File: config.mk
export PLATFORM = sky130hd
export DESIGN_NAME = utf16_or_ascii_to_utf8_core
export DESIGN_NICKNAME = d
export VERILOG_FILES = /design/src/sv/u2u_pkg.sv /design/src/sv/u2u_front.sv /design/src/sv/u2u_queue.sv /design/src/sv/u2u_back.sv /design/src/sv/utf16_or_ascii_to_utf8_core.sv
export SDC_FILE = /design/constraint.sdc
export NUM_CORES = 1
export LEC_CHECK = 0
export ABC_AREA = 1
export BUFFER_PORTS_ARGS = -buffer_cell sky130_fd_sc_hd__buf_2
export CAP_MARGIN = 25
export CORE_MARGIN = 3
export CORE_UTILIZATION = 35
export CTS_CLUSTER_DIAMETER = 200
export DETAILED_ROUTE_END_ITERATION = 8
export GPL_TIMING_DRIVEN = 0
export PLACE_DENSITY = 0.51
export SLEW_MARGIN = 0
export SYNTH_ARGS = -nofsm -noshare
export SYNTH_HDL_FRONTEND = slang
export SYNTH_HIERARCHICAL = 1
export SYNTH_SLANG_ARGS = --single-unit
File: constraint.sdc
create_clock -name clk -period 3 [get_ports clk]
set_input_delay 0.15 -clock clk [delete_from_list [all_inputs] [get_ports clk]]
set_output_delay 0.15 -clock clk [all_outputs]
set_load 0.01 [all_outputs]
File: src/sv/u2u_pkg.sv
// Shared types, constants and the UTF-8 encoder for the transcoder.
`timescale 1ns / 1ps
package u2u_pkg;

	localparam int QDepth = 4;
	localparam int QPtrW = $clog2(QDepth);
	localparam int QCntW = $clog2(QDepth + 1);

	localparam logic [15:0] UnitCr = 16'h000d;
	localparam logic [15:0] UnitLf = 16'h000a;
	localparam logic [7:0] ByteQuote1 = 8'h91;
	localparam logic [7:0] ByteQuote2 = 8'h92;
	localparam logic [7:0] ByteDquote1 = 8'h93;
	localparam logic [7:0] ByteDquote2 = 8'h94;
	localparam logic [7:0] ByteApos = 8'h27;
	localparam logic [7:0] ByteDquote = 8'h22;
	localparam logic [7:0] ByteCr = 8'h0d;
	localparam logic [7:0] ByteLf = 8'h0a;
	localparam logic [5:0] HighSurrTag = 6'h36;
	localparam logic [20:0] SuppBase = 21'h010000;

	localparam logic MODE_ASCII = 1'b0;
	localparam logic MODE_UTF16 = 1'b1;

	// One queued item: up to four bytes and how many of them are used (1..4).
	typedef struct packed {
		logic [3:0][7:0] bytes;
		logic [2:0]      cnt;
	} entry_t;

	typedef struct packed {
		logic   valid;
		entry_t entry;
	} q_push_t;

	typedef struct packed {
		logic   full;
		logic   empty;
		entry_t head;
	} q_stat_t;

	function automatic entry_t utf8_encode(input logic [20:0] cp);
		entry_t e;
		e = '0;
		if (cp < 21'h80) begin
			e.bytes[0] = cp[7:0];
			e.cnt = 3'd1;
		end else if (cp < 21'h800) begin
			e.bytes[0] = {3'b110, cp[10:6]};
			e.bytes[1] = {2'b10, cp[5:0]};
			e.cnt = 3'd2;
		end else if (cp < 21'h10000) begin
			e.bytes[0] = {4'b1110, cp[15:12]};
			e.bytes[1] = {2'b10, cp[11:6]};
			e.bytes[2] = {2'b10, cp[5:0]};
			e.cnt = 3'd3;
		end else begin
			e.bytes[0] = {5'b11110, cp[20:18]};
			e.bytes[1] = {2'b10, cp[17:12]};
			e.bytes[2] = {2'b10, cp[11:6]};
			e.bytes[3] = {2'b10, cp[5:0]};
			e.cnt = 3'd4;
		end
		return e;
	endfunction

endpackage

File: src/sv/u2u_front.sv
// Front end: accepts input units, tracks surrogate and stop state, encodes to bytes.
`timescale 1ns / 1ps
module u2u_front
	import u2u_pkg::*;
(
	input  logic        clk,
	input  logic        arst_n,
	input  logic        text_mode,
	input  logic        in_valid,
	output logic        in_stall,
	input  logic [15:0] code_unit,
	input  logic        block_start,
	input  q_stat_t     q_stat,
	output q_push_t     q_push
);

	logic [9:0] pending_high_q;
	logic       pending_valid_q;
	logic       stopped_q;

	logic       accept;
	logic [9:0] ph;
	logic       pv;
	logic       stp;
	logic [9:0] ph_nxt;
	logic       pv_nxt;
	logic       stp_nxt;
	logic [7:0] c;
	logic [20:0] cp;
	logic       emit;
	entry_t     enc;

	assign in_stall = q_stat.full;
	assign accept = in_valid && !q_stat.full;

	always_comb begin
		// A block start clears everything before this unit is looked at.
		ph = block_start ? 10'd0 : pending_high_q;
		pv = block_start ? 1'b0 : pending_valid_q;
		stp = block_start ? 1'b0 : stopped_q;
		ph_nxt = ph;
		pv_nxt = pv;
		stp_nxt = stp;
		emit = 1'b0;
		cp = '0;
		enc = '0;
		c = code_unit[7:0];
		if (!stp) begin
			if (text_mode == MODE_ASCII) begin
				if (c == 8'd0) begin
					stp_nxt = 1'b1;
				end else begin
					emit = 1'b1;
					priority if (c == ByteQuote1 || c == ByteQuote2) begin
						enc.bytes[0] = ByteApos;
					end else if (c == ByteDquote1 || c == ByteDquote2) begin
						enc.bytes[0] = ByteDquote;
					end else if (c == ByteCr) begin
						enc.bytes[0] = ByteLf;
					end else begin
						enc.bytes[0] = c;
					end
					enc.cnt = 3'd1;
				end
			end else begin
				priority if (pv) begin
					cp = SuppBase + {1'b0, ph, code_unit[9:0]};
					pv_nxt = 1'b0;
					ph_nxt = 10'd0;
					emit = 1'b1;
				end else if (code_unit[15:10] == HighSurrTag) begin
					ph_nxt = code_unit[9:0];
					pv_nxt = 1'b1;
				end else if (code_unit == 16'd0) begin
					stp_nxt = 1'b1;
				end else begin
					cp = {5'd0, (code_unit == UnitCr) ? UnitLf : code_unit};
					emit = 1'b1;
				end
				enc = utf8_encode(cp);
			end
		end
	end

	assign q_push.valid = accept && emit;
	assign q_push.entry = enc;

	always_ff @(posedge clk or negedge arst_n) begin
		if (!arst_n) begin
			pending_high_q <= '0;
			pending_valid_q <= 1'b0;
			stopped_q <= 1'b0;
		end else if (accept) begin
			pending_high_q <= ph_nxt;
			pending_valid_q <= pv_nxt;
			stopped_q <= stp_nxt;
		end
	end

endmodule

File: src/sv/u2u_queue.sv
// Short queue of encoded items between the front end and the byte serializer.
`timescale 1ns / 1ps
module u2u_queue
	import u2u_pkg::*;
(
	input  logic    clk,
	input  logic    arst_n,
	input  q_push_t q_push,
	input  logic    pop,
	output q_stat_t q_stat
);

	entry_t             mem_q [QDepth];
	logic [QPtrW-1:0]   wr_ptr_q;
	logic [QPtrW-1:0]   rd_ptr_q;
	logic [QCntW-1:0]   cnt_q;

	assign q_stat.full = (cnt_q == QCntW'(QDepth));
	assign q_stat.empty = (cnt_q == '0);
	assign q_stat.head = mem_q[rd_ptr_q];

	always_ff @(posedge clk) begin
		if (q_push.valid) begin
			mem_q[wr_ptr_q] <= q_push.entry;
		end
	end

	always_ff @(posedge clk or negedge arst_n) begin
		if (!arst_n) begin
			wr_ptr_q <= '0;
			rd_ptr_q <= '0;
			cnt_q <= '0;
		end else begin
			if (q_push.valid) begin
				wr_ptr_q <= wr_ptr_q + 1'b1;
			end
			if (pop) begin
				rd_ptr_q <= rd_ptr_q + 1'b1;
			end
			unique case ({q_push.valid, pop})
				2'b10: cnt_q <= cnt_q + 1'b1;
				2'b01: cnt_q <= cnt_q - 1'b1;
				default: cnt_q <= cnt_q;
			endcase
		end
	end

endmodule

File: src/sv/u2u_back.sv
// Back end: walks the queue head byte by byte into the output register.
`timescale 1ns / 1ps
module u2u_back
	import u2u_pkg::*;
(
	input  logic       clk,
	input  logic       arst_n,
	input  q_stat_t    q_stat,
	output logic       pop,
	output logic       out_valid,
	input  logic       out_stall,
	output logic [7:0] out_byte,
	output logic       last_byte
);

	logic [1:0] idx_q;
	logic       out_valid_q;
	logic [7:0] out_byte_q;
	logic       last_q;
	logic       adv;
	logic       load;
	logic       is_last;

	assign adv = !out_valid_q || !out_stall;
	assign load = adv && !q_stat.empty;
	assign is_last = ({1'b0, idx_q} + 3'd1) == q_stat.head.cnt;
	assign pop = load && is_last;

	always_ff @(posedge clk or negedge arst_n) begin
		if (!arst_n) begin
			idx_q <= '0;
			out_valid_q <= 1'b0;
		end else begin
			if (adv) begin
				out_valid_q <= !q_stat.empty;
			end
			if (load) begin
				idx_q <= is_last ? 2'd0 : idx_q + 2'd1;
			end
		end
	end

	always_ff @(posedge clk) begin
		if (load) begin
			out_byte_q <= q_stat.head.bytes[idx_q];
			last_q <= is_last;
		end
	end

	assign out_valid = out_valid_q;
	assign out_byte = out_byte_q;
	assign last_byte = last_q;

endmodule

File: src/sv/utf16_or_ascii_to_utf8_core.sv
// Top level of the UTF-16 / Word-ASCII to UTF-8 transcoder.
//
// Input channel (in_valid/in_stall): one code_unit per transfer, with block_start
// marking the first unit of a new block. Output channel (out_valid/out_stall):
// one UTF-8 byte per transfer, last_byte set on the final byte of each encoded character.
// text_mode is written through text_mode_we/text_mode_wdata, by the user only
// while idle, which the block does not enforce (1 = UTF-16 LE units,
// 0 = Word-ASCII bytes); it resets to UTF-16. An item is written into the queue,
// then loaded into the output register, which presents its first byte.
// The output register emits one byte per cycle unless the receiver stalls;
// items have 1 to 4 bytes, three for most BMP units, and units that produce
// nothing are not queued. A four-entry queue between the front end and the
// serializer absorbs the difference between input units and output bytes.
// When the receiver stalls, the output byte holds and the queue fills; once it
// is full, in_stall rises. Reset empties the queue, drops any held high
// surrogate and clears the stopped condition left by a NUL.
`timescale 1ns / 1ps
module utf16_or_ascii_to_utf8_core
	import u2u_pkg::*;
(
	input  logic        clk,
	input  logic        arst_n,
	input  logic        text_mode_we,
	input  logic        text_mode_wdata,
	input  logic        in_valid,
	output logic        in_stall,
	input  logic [15:0] code_unit,
	input  logic        block_start,
	output logic        out_valid,
	input  logic        out_stall,
	output logic [7:0]  out_byte,
	output logic        last_byte
);

	logic    text_mode_q;
	q_push_t q_push;
	q_stat_t q_stat;
	logic    pop;

	always_ff @(posedge clk or negedge arst_n) begin
		if (!arst_n) begin
			text_mode_q <= MODE_UTF16;
		end else if (text_mode_we) begin
			text_mode_q <= text_mode_wdata;
		end
	end

	u2u_front u_front (
		.clk         (clk),
		.arst_n      (arst_n),
		.text_mode   (text_mode_q),
		.in_valid    (in_valid),
		.in_stall    (in_stall),
		.code_unit   (code_unit),
		.block_start (block_start),
		.q_stat      (q_stat),
		.q_push      (q_push)
	);

	u2u_queue u_queue (
		.clk    (clk),
		.arst_n (arst_n),
		.q_push (q_push),
		.pop    (pop),
		.q_stat (q_stat)
	);

	u2u_back u_back (
		.clk       (clk),
		.arst_n    (arst_n),
		.q_stat    (q_stat),
		.pop       (pop),
		.out_valid (out_valid),
		.out_stall (out_stall),
		.out_byte  (out_byte),
		.last_byte (last_byte)
	);

endmodule

# Word level (Yosys, flattened, before mapping)
# Memory sizes are Yosys's and may differ from the RTL's.
# Cells that the tools add are included.
dict set report word_totals {
  input_bits 23
  wordCells 97
  regBits 32
  out_inout_bits 11
  mem_bits_rw 140
  memories 1
}
# memory words width read_ports rd_clocked_by_memory_dff write_ports line_no
set mem_list {}
lappend mem_list {u_queue.mem_q 4 35 1 0 1 u2u_queue.sv:13} ;# entry_t mem_q [QDepth];
dict set report op_classes {
  addsub 7
  mux 48
  eq_ne 11
  n_reduce_logical 15
  n_lt_le_gt_ge 4
}
# operator n
set ops {}
lappend ops {{21-bit 2-to-1 mux} 4}
lappend ops {{10-bit 2-to-1 mux} 5}
lappend ops {{16-bit 2-to-1 mux} 3}
lappend ops {{24-bit 2-to-1 mux} 2}
lappend ops {{8-bit 2-to-1 mux} 5}
lappend ops {{35-bit 2-to-1 mux} 1}
lappend ops {{11-bit 2-to-1 mux} 3}
lappend ops {{8-bit == test, second input constant} 4}
lappend ops {{25-bit 2-to-1 mux} 1}
lappend ops {{17-bit by 20-bit adder with 21-bit output, first input constant} 1}
lappend ops {{21-bit by 12-bit < comparator with 1-bit output, second input constant} 1}
lappend ops {{21-bit by 17-bit < comparator with 1-bit output, second input constant} 1}
lappend ops {{21-bit by 8-bit < comparator with 1-bit output, second input constant} 1}
lappend ops {{1-bit 2-to-1 mux} 20}
lappend ops {{19-bit 2-to-1 mux} 1}
lappend ops {{8-bit binary-select mux with 2-bit select} 1}
lappend ops {{16-bit by 4-bit == test with 1-bit output, second input constant} 1}
lappend ops {{16-bit logical NOT} 1}
lappend ops {{8-bit by 4-bit == test with 1-bit output, second input constant} 1}
lappend ops {{8-bit logical NOT} 1}
lappend ops {{2-bit by 1-bit adder with 2-bit output, second input constant} 3}
lappend ops {{6-bit == test, second input constant} 1}
lappend ops {{3-bit one-hot mux with 2 select lines} 1}
lappend ops {{1-bit logical AND} 4}
lappend ops {{13 further kinds} 18}

# Depth between registers and ports, before layout
# Gate-level depths: netlist of the first run.
dict set report depth {
  depth_word 13
  ltp_mapped 20
  ltp_nobuf 19
}

# Modules after synthesis
# Netlist of the first run, hierarchy kept.
# module seq_area_each_um2 area_per_inst_um2 n_inst cells_each
set modules_own_cells {}
lappend modules_own_cells {u2u_queue 4379.2 5984.5 1 457}
lappend modules_own_cells {u2u_front 300.3 1861.8 1 335}
lappend modules_own_cells {u2u_back 345.3 785.8 1 85}
lappend modules_own_cells {utf16_or_ascii_to_utf8_core 26.3 41.3 1 5}

# Worst setup path after synthesis of the first run
# No wires, ideal clock.
dict set report synth_timing {
  path_kind {flip-flop to flip-flop}
  startpoint {register text_mode_q}
  endpoint {memory u_queue/mem_q[0][0] (netlist name) (enable)}
  required_ps 2610
  synth_period_minus_slack_ps 2662
  n_path_buf 2
  arrival_time_ps 2272
  stages_incl_launch_ff 11
  setup_slack_ps 338
  setup_time_ps 390
  cell_sequence {dfstp_2 -> buf_2 -> inv_1 -> nand2_1 -> nand2_1 -> inv_1 -> nand2_1 -> a31oi_1 -> clkbuf_1 -> nand2_1 -> inv_1}
}
# item line_no
set synth_lines {}
lappend synth_lines {{start, declared} utf16_or_ascii_to_utf8_core.sv:35} ;# logic text_mode_q;
lappend synth_lines {{start signal, assigned} utf16_or_ascii_to_utf8_core.sv:44} ;# text_mode_q <= text_mode_wdata;
lappend synth_lines {{end, declared} u2u_queue.sv:13}

==> results of run 1 <==
==> cells by family after synthesis <==
family	Yosys count
compound gates	162
xor+xnor	5
fa+ha+maj	8
buf+inv	185
flops	172
other cells	1
simple gates	349
==> through the flow <==
step / setup TNS (ns) / area [sq um] / power (mW) / hold slack, ns / setup slack [ns]
floorplan: 0 / 8680 / 5.51 / -0.146 / 0.338
global placement: -99.54 / 9250 / 6.55 / 0.184 / -0.802
detailed placement: -0.128 / 9330 / 6.61 / 0.188 / -0.113
CTS: 0 / 9990 / 8.83 / 0.0272 / 0.0140
global route: -0.0163 / 9990 / 9.29 / 0.0571 / -0.0163
finish: 0 / 9990 / 8.74 / 0.0402 / 0.248
==> where the power goes <==
group | total (mW) | internal, mW | switching (mW)
sequential | 3.32 | 3.19 | 0.131
combinational | 3.21 | 1.08 | 2.14
clock | 2.21 | 1.19 | 1.01
==> synth_stat cells, drive strengths merged (2+ instances only) <==
library cell / number
clkbuf: 3
a21oi: 11
dfrtp: 22
nand4: 8
xor2: 3
ha: 7
a31oi: 2
o22ai: 16
nor4: 2
o211ai: 70
o31ai: 2
xnor2: 2
o21ai: 59
inv: 146
buf: 36
nor2: 78
nor3: 6
nand2: 225
nand3: 28
edfxtp: 149
==> routing by layer <==
layer	vias to the layer above	track usage	wire, um
li1	3088	-	-
met1	2936	0.240	10600
met2	136	0.276	10300
met3	13	0.0322	848
met4	0	0.0392	195
met5	-	0	0
==> final cells by class <==
type                    count  area share
well taps                 319      0.0399
plain buffers              39      0.0300
inverters                 146      0.0548
clock inverters            14      0.0179
repair buffers             42      0.0295
multi-input cells         527       0.279
clock buffers              18      0.0429
flip-flops and latches    172       0.505
==> flip-flops by register name, summed over array words and instances (netlist names), 2 cells and up <==
signal                  cells
u_queue/mem_q             140
u_front/pending_high_q     10
u_back/out_byte             8
u_queue/cnt_q               3
u_back/idx_q                2
u_queue/rd_ptr_q            2
u_queue/wr_ptr_q            2
==> worst paths after layout <==
path / endpoint / slack, ns / depth (start not counted)
max: u_queue/cnt_q[1] / 0.25 / 13
min: u_front/pending_high_q[3] / 0.04 / 3
max reg2reg: u_queue/cnt_q[1] / 0.25 / 13
min reg2reg: u_front/pending_high_q[2] / 0.50 / 1
max in group asynchronous: u_back/idx_q[1] / 2.35 / 2
min in group asynchronous: u_front/pending_high_q[4] / 0.26 / 2
==> repair_timing <==
item                       CTS  global route
resized for setup            1             4
hold buffers                 5             0
pin swaps                    0             0
hold endpoints to repair    24             0
setup endpoints to repair    2            83
==> tightest hold or removal path: cells and delay by family <==
family	cells	cell delay (ns)
and+or+nand+nor	1	0.05
AOI/OAI and AO/OA	1	0.12
buffers and inverters	1	0.10
==> flow_summary.toml, run 1 <==
[yosys]
postSynth.asyncResetShare = 0.134
synth-simple-area-share = 0.177
synth_fa_ha_area_frac = 0.0124
ys_types = 42
syn_area_sq_um = 8670
syn_area_per_cell_sq_um = 9.83
synth_flop_cell = "edfxtp_1"
synth_top_family_by_area = "simple AND/OR/NAND/NOR gates"
synth_edf_count = 149
synth_mux_area_frac = 0
yosysWarnings = 6
yosysTopAreaCellShare = 0.516
synth_top_area_cell = "edfxtp_1"
synthCells = 882
yosysSeqAreaShare = 0.582
synth_seq_cells = 172
synth-compound-area-share = 0.124
ys_top_cells_by_area = "edfxtp_1 (52%), nand2_1 (9.5%), dfrtp_1 (6.3%), o211ai_1 (6.1%), inv_1 (5.8%)"
synthXorXnorAreaFrac = 0.00591

[cells_and_area]
final_cell_mix = "nand2_1 (220), edfxtp_1 (149), inv_1 (130)"
multi_input_area_sq_um = 2790
ff_latch_area_sq_um = 5050
fin_util = 0.418
layout.cells.most_common = "nand2_1"
layoutNonFillerInstCount = 1277
antenna_cells = 0
area_growth_pct = 15.2
nNetsFinal = 976
fillCellCount = 2303
drive_above_1_share = 0.177

[clock_network]
clock-sinks = 172
clk_path_buf_depth = 2
cts-buffers-inserted = 17
clk_pin_slew_ns = 0.07
postCtsSetupBuffers = 0
cts-root-buf = "clkbuf_16"
cts_tree = "built"
clk_latency_ns = 0.43
htreeDepth = 4

[timing]
post-route-period-util = 0.917
layout_min_cycle_time_ns = 2.75
rsz0062_at_grt = "true"
timing.final.hold_violations = 0
skew_ns = 0.0129
worst_pin_slew_ns = 0.756
timing.fmax_mhz = 363
drv_slew = 0
maxSlewHeadroom = 0.490
finalSetupViolations = 0

[floorplanning]
num_rows = 56
core_area_sq_um = 23900
die_x_um = 163
io-pin-count = 34
initial_core_util = 0.363
chipHeight_um = 163
dieArea_sq_um = 26700

[run_status]
outcome = "complete, no violations"

[setup_path]
cp-startpoint = "text_mode_q"
path_cells = "buf_2, inv_1, nand2_1, nand2_1, inv_1, nand2_1, a31oi_1, clkbuf_2, inv_1, ha_1, inv_1, fa_1, o21ai_0"
critPathSlowestCell = "dfstp_2"
worst-path-buf-inv = 6
worst_path_largest_cell_delay_ns = 0.53
critical_path_class = "reg -> reg"
required_ns = 3.34
cpMostUsedCell = "inv_1"
cp-start-kind = "register"
timing.rr.start = "text_mode_q"
cp.arrival_ns = 3.10
critical_path.endpoint_type = "register"
critical-path-top-delay-family = "buffers and inverters"
cp_max_fo = 9

[route]
dr_total_vias = 6173
drt_iter0_drc = 462
dr.pass1.iters = 6
drc = 0
viasPerCell = 4.83
wl_per_cell_um = 17.2
drt-total-wl_um = 22000
ant_nets = 0

[place]
io_buffers = 33
dpl.hpwl_um = 15600
routabilityCongestion = 0.884
dp_cells = 1240

[grt]
grt_usage = 0.171
grt_pass1_wl_um = 34000
grt_overflow = 0
antenna_found_initial = 0
grt_max_degree = 35
first_global_vias = 5936

[worst_hold_path]
hold_start = "code_unit[3]"
hold_path.class = "in -> reg"

[power_and_ir_drop]
p_leak_nw = 4.26
ir_worst_vdd_uv = 364
powerDensity_nw_per_um2 = 875

[job]
max_cap_viol_count = 0
(Power assumes the default switching activity.)
==> run 2, diff against run 1 <==
- CORE_MARGIN: 3 -> 8
==> flow_summary.toml, run 2 (synthesized netlist as in run 1, its figures left out) <==
[run_status]
outcome = "complete, no violations"

[setup_path]
ff2ff_path_depth = 17
reg2reg_slack_ns = 0.29
critical_path.endpoint_type = "register"
cp_max_fo = 10
timing.rr.start = "u_queue/rd_ptr_q[0]"
critical_path_class = "reg -> reg"
cp.arrival_ns = 3.03
r2r_end = "u_queue/cnt_q[2]"
cp-startpoint = "u_queue/rd_ptr_q[0]"
required_ns = 3.32
cp-start-kind = "register"
crit_end = "u_queue/cnt_q[2]"

[cells_and_area]
largest_reg_flops = 140
antenna_cells = 0
layout.cells.most_common = "nand2_1"
final_cell_mix = "nand2_1 (220), edfxtp_1 (149), inv_1 (129)"
multi_input_area_sq_um = 2800
fillCellCount = 2390
area_growth_pct = 15.3
drive_above_1_share = 0.179
fin_util = 0.411
layoutNonFillerInstCount = 1283
largest_register = "u_queue/mem_q"
ff_latch_area_sq_um = 5050
nNetsFinal = 977

[route]
ant_nets = 0
viasPerCell = 4.77
drt_iter0_drc = 500
drc = 0
wl_per_cell_um = 17.2
drt-total-wl_um = 22100
dr.pass1.iters = 5
dr_total_vias = 6122

[floorplanning]
num_rows = 57
io-pin-count = 34
die_x_um = 173
initial_core_util = 0.357
chipHeight_um = 173
dieArea_sq_um = 30100
core_area_sq_um = 24300

[grt]
grt_usage = 0.150
antenna_found_initial = 0
grt_pass1_wl_um = 34300
grt_max_degree = 36
first_global_vias = 5920
grt_overflow = 0

[place]
dp_cells = 1244
dpl.hpwl_um = 15700
routabilityCongestion = 0.874
io_buffers = 33

[timing]
maxSlewHeadroom = 0.513
timing.fmax_mhz = 370
worst_pin_slew_ns = 0.723
skew_ns = 0.0104
layout_min_cycle_time_ns = 2.71
rsz0062_at_grt = "false"
post-route-period-util = 0.902
finalSetupViolations = 0
timing.final.hold_violations = 0
drv_slew = 0

[power_and_ir_drop]
swShare = 0.370
p_switching_mw = 3.25
powerDensity_nw_per_um2 = 877
seqPwrFrac = 0.379
p_leak_nw = 4.25
clkPwrFrac = 0.257
p_int_mw = 5.53
ir_worst_vdd_uv = 386
pwr-share-comb = 0.364

[clock_network]
clk_latency_ns = 0.43
cts-root-buf = "clkbuf_16"
cts_tree = "built"
htreeDepth = 4
clk_pin_slew_ns = 0.07
clock-sinks = 172
clk_path_buf_depth = 2
cts-buffers-inserted = 17

[worst_hold_path]
hold_path.class = "in -> reg"

[job]
max_cap_viol_count = 0
## run 2: changes by cell type in the layout (fill, tap and decap cells not counted), sizes merged
cell,change
clkinvlp,+3
buf,+1
bufinv,+1
inv,+3
clkinv,-7
## run 2: power groups by stage
stage | Sequential [mW] | Combinational [mW] | Clock [mW]
3_3_place_gp | 3.39 | 3.16 | 0
6_report | 3.33 | 3.19 | 2.26
4_1_cts | 3.33 | 3.23 | 2.29
3_5_place_dp | 3.38 | 3.22 | 0
2_1_floorplan | 3.40 | 2.11 | 0
5_1_grt | 3.37 | 3.57 | 2.39
## run 2: routing by layer
metal	share of wire	global-route usage
met2	0.47	0.241
met1	0.47	0.202
met5	0	0
met3	0.049	0.0329
met4	0.0095	0.0363
## run 2: layout make-up
class                   instances  share of cell area
flip-flops and latches        172               0.505
multi-input cells             527               0.280
inverters                     146              0.0554
clock buffers                  18              0.0429
well taps                     324              0.0405
repair buffers                 44              0.0298
plain buffers                  38              0.0295
clock inverters                14              0.0174
## run 2: worst max-delay path, stage by stage (launching register included)
cell,delay (ns)
dfrtp_1,0.38
buf_6,0.13
buf_6,0.15
buf_6,0.16
o211ai_1,0.17
nand2_1,0.11
inv_1,0.08
nand2_2,0.05
nand2_2,0.05
nand3_2,0.14
nor2_4,0.18
ha_1,0.20
inv_1,0.07
fa_1,0.43
nand2_1,0.10
nand3_1,0.08
nand2_1,0.06
nand2_1,0.04
## run 2: worst min-delay path by stage
stage / start / end / slack (ns) / cells after the start
2_1_floorplan: arst_n / u_back/idx_q[0] / -0.15 / 0
4_1_cts: code_unit[2] / u_front/pending_high_q[2] / 0.03 / 2
5_1_grt: code_unit[3] / u_front/pending_high_q[3] / 0.05 / 3
3_3_place_gp: arst_n / u_front/pending_high_q[7] / 0.18 / 1
6_report: code_unit[3] / u_front/pending_high_q[3] / 0.04 / 3
3_5_place_dp: arst_n / u_front/pending_high_q[7] / 0.18 / 1
## run 2: timing repair
item | in CTS | in global routing
resized for setup | 2 | 6
setup buffers | 0 | 3
hold endpoints to repair | 24 | 0
hold buffers | 5 | 0
endpoints found under the setup margin | 37 | 118
pin swaps | 0 | 0
## run 2: through the flow
stage                     hold WS (ns)  total power, mW  setup slack [ns]  cell area [sq um]  TNS, ns
final                           0.0441             8.78             0.294              10000        0
after global routing            0.0462             9.33            0.0202              10000        0
after CTS                       0.0343             8.85            0.0838               9970        0
after floorplan                 -0.146             5.51             0.338               8680        0
after global placement           0.177             6.55            -0.782               9250  -101.21
after detailed placement         0.180             6.60            -0.139               9310    -3.24
==> run 3, diff against run 2 <==
- SETUP_SLACK_MARGIN: unset -> 0.4
- clock period: 3 -> 3.4 ns (I/O delays scaled with it)
==> flow_summary.toml, run 3 (synthesized netlist as in run 1, its figures left out) <==
[clock_network]
cts-root-buf = "clkbuf_16"
cts_tree = "built"
clock-sinks = 172
clk_path_buf_depth = 2
clk_latency_ns = 0.43
clk_pin_slew_ns = 0.07
cts-buffers-inserted = 17
htreeDepth = 4

[timing]
hold_slack_ns = 0.0635
maxSlewHeadroom = 0.513
layout_min_cycle_time_ns = 2.71
finalSetupViolations = 0
post-route-period-util = 0.798
skew_ns = 0.00888
final.setup.tns_ns = 0
timing.final.hold_violations = 0
timing.fmax_mhz = 369
worst_pin_slew_ns = 0.723
drv_slew = 0
rsz0062_at_grt = "false"
worst_slack_ns = 0.687

[cells_and_area]
antenna_cells = 0
largest_register = "u_queue/mem_q"
fillCellCount = 2392
area_growth_pct = 15.4
largest_reg_flops = 140
finish.instance_area_sq_um = 10000
nNetsFinal = 978
final_cell_mix = "nand2_1 (220), edfxtp_1 (149), inv_1 (129)"
layout.cells.most_common = "nand2_1"
drive_above_1_share = 0.180

[grt]
first_global_vias = 5920
grt_max_degree = 36
grt_pass1_wl_um = 34300
grt_usage = 0.150
antenna_found_initial = 0
grt_overflow = 0

[route]
ant_nets = 0
drt-total-wl_um = 22100
dr.pass1.iters = 5
drc = 0
viasPerCell = 4.79
drt_iter0_drc = 448
dr_total_vias = 6154
wl_per_cell_um = 17.2

[run_status]
outcome = "complete, no violations"

[setup_path]
cp_max_fo = 9
cp.arrival_ns = 3.07
cp-start-kind = "register"
critical_path_class = "reg -> reg"
ff2ff_path_depth = 13
required_ns = 3.75
critical_path.endpoint_type = "register"

[power_and_ir_drop]
powerDensity_nw_per_um2 = 774
p_leak_nw = 4.26
ir_worst_vdd_uv = 342
power_mw = 7.75

[worst_hold_path]
hold_path.class = "in -> reg"
worstHoldPathCells = 3

[place]
pre_cts_slack_ns = 0.261
routabilityCongestion = 0.874
io_buffers = 33
placed_cell_area_sq_um = 9310
dpl.hpwl_um = 15700

[floorplanning]
core_area_sq_um = 24300
chipHeight_um = 173
io-pin-count = 34
initial_core_util = 0.357
dieArea_sq_um = 30100
num_rows = 57
die_x_um = 173

[job]
max_cap_viol_count = 0
## run 3: report_power, final
| part | switching [mW] | leakage, nW | internal [mW] |
|---|---|---|---|
| Sequential | 0.116 | 1.67 | 2.82 |
| Clock | 0.874 | 0.291 | 1.11 |
| Combinational | 1.88 | 2.29 | 0.947 |
## run 3: cell type report
type                            instances  area [sq um]  area share
Sequential cell                       172          5050       0.504
Clock inverter                         14           174      0.0174
Multi-Input combinational cell        527          2800       0.279
Inverter                              146           554      0.0554
Clock buffer                           18           429      0.0429
Tap cell                              324           405      0.0405
Buffer                                 39           303      0.0302
Timing Repair Buffer                   44           298      0.0297
## run 3: critical path: stages (launching register included)
cell        delay [ns]
dfstp_2           0.53
clkbuf_4          0.21
clkinvlp_4        0.16
nand2_1           0.09
nand2_1           0.08
inv_1             0.14
nand2_1           0.09
a31oi_1           0.19
clkbuf_2          0.22
inv_1             0.06
ha_1              0.21
inv_1             0.10
fa_1              0.39
o21ai_0           0.16
## run 3: final timing paths
kind                                        from                         to  slack, ns
worst min-delay path                code_unit[3]  u_front/pending_high_q[3]       0.06
worst max register to register       text_mode_q           u_queue/cnt_q[1]       0.69
min in group asynchronous                 arst_n  u_front/pending_high_q[7]       0.25
worst min register to register  u_back/out_valid           u_back/out_valid       0.49
worst max-delay path                 text_mode_q           u_queue/cnt_q[1]       0.69
max in group asynchronous                 arst_n        u_queue/rd_ptr_q[1]       2.77
## run 3: per-stage QoR
stage / util / instances
2_1_floorplan: - / 884
3_3_place_gp: 0.380 / 1241
3_5_place_dp: 0.383 / 1244
4_1_cts: 0.410 / 1281
5_1_grt: 0.412 / 1284
6_report: 0.412 / 1284
## run 3: repair_timing
item,in CTS,in global routing
endpoints found under the hold margin,24,0
buffers inserted,0,3
hold buffers,5,0
endpoints found under the setup margin,37,118
resized for setup,2,7
## run 3: routing by layer
| layer | share of wire | GRT usage | up-vias |
|---|---|---|---|
| met2 | 0.47 | 0.241 | 150 |
| met3 | 0.056 | 0.0329 | 16 |
| met1 | 0.47 | 0.202 | 2899 |
| li1 | - | - | 3089 |
| met4 | 0.0081 | 0.0363 | 0 |
| met5 | 0 | 0 | - |
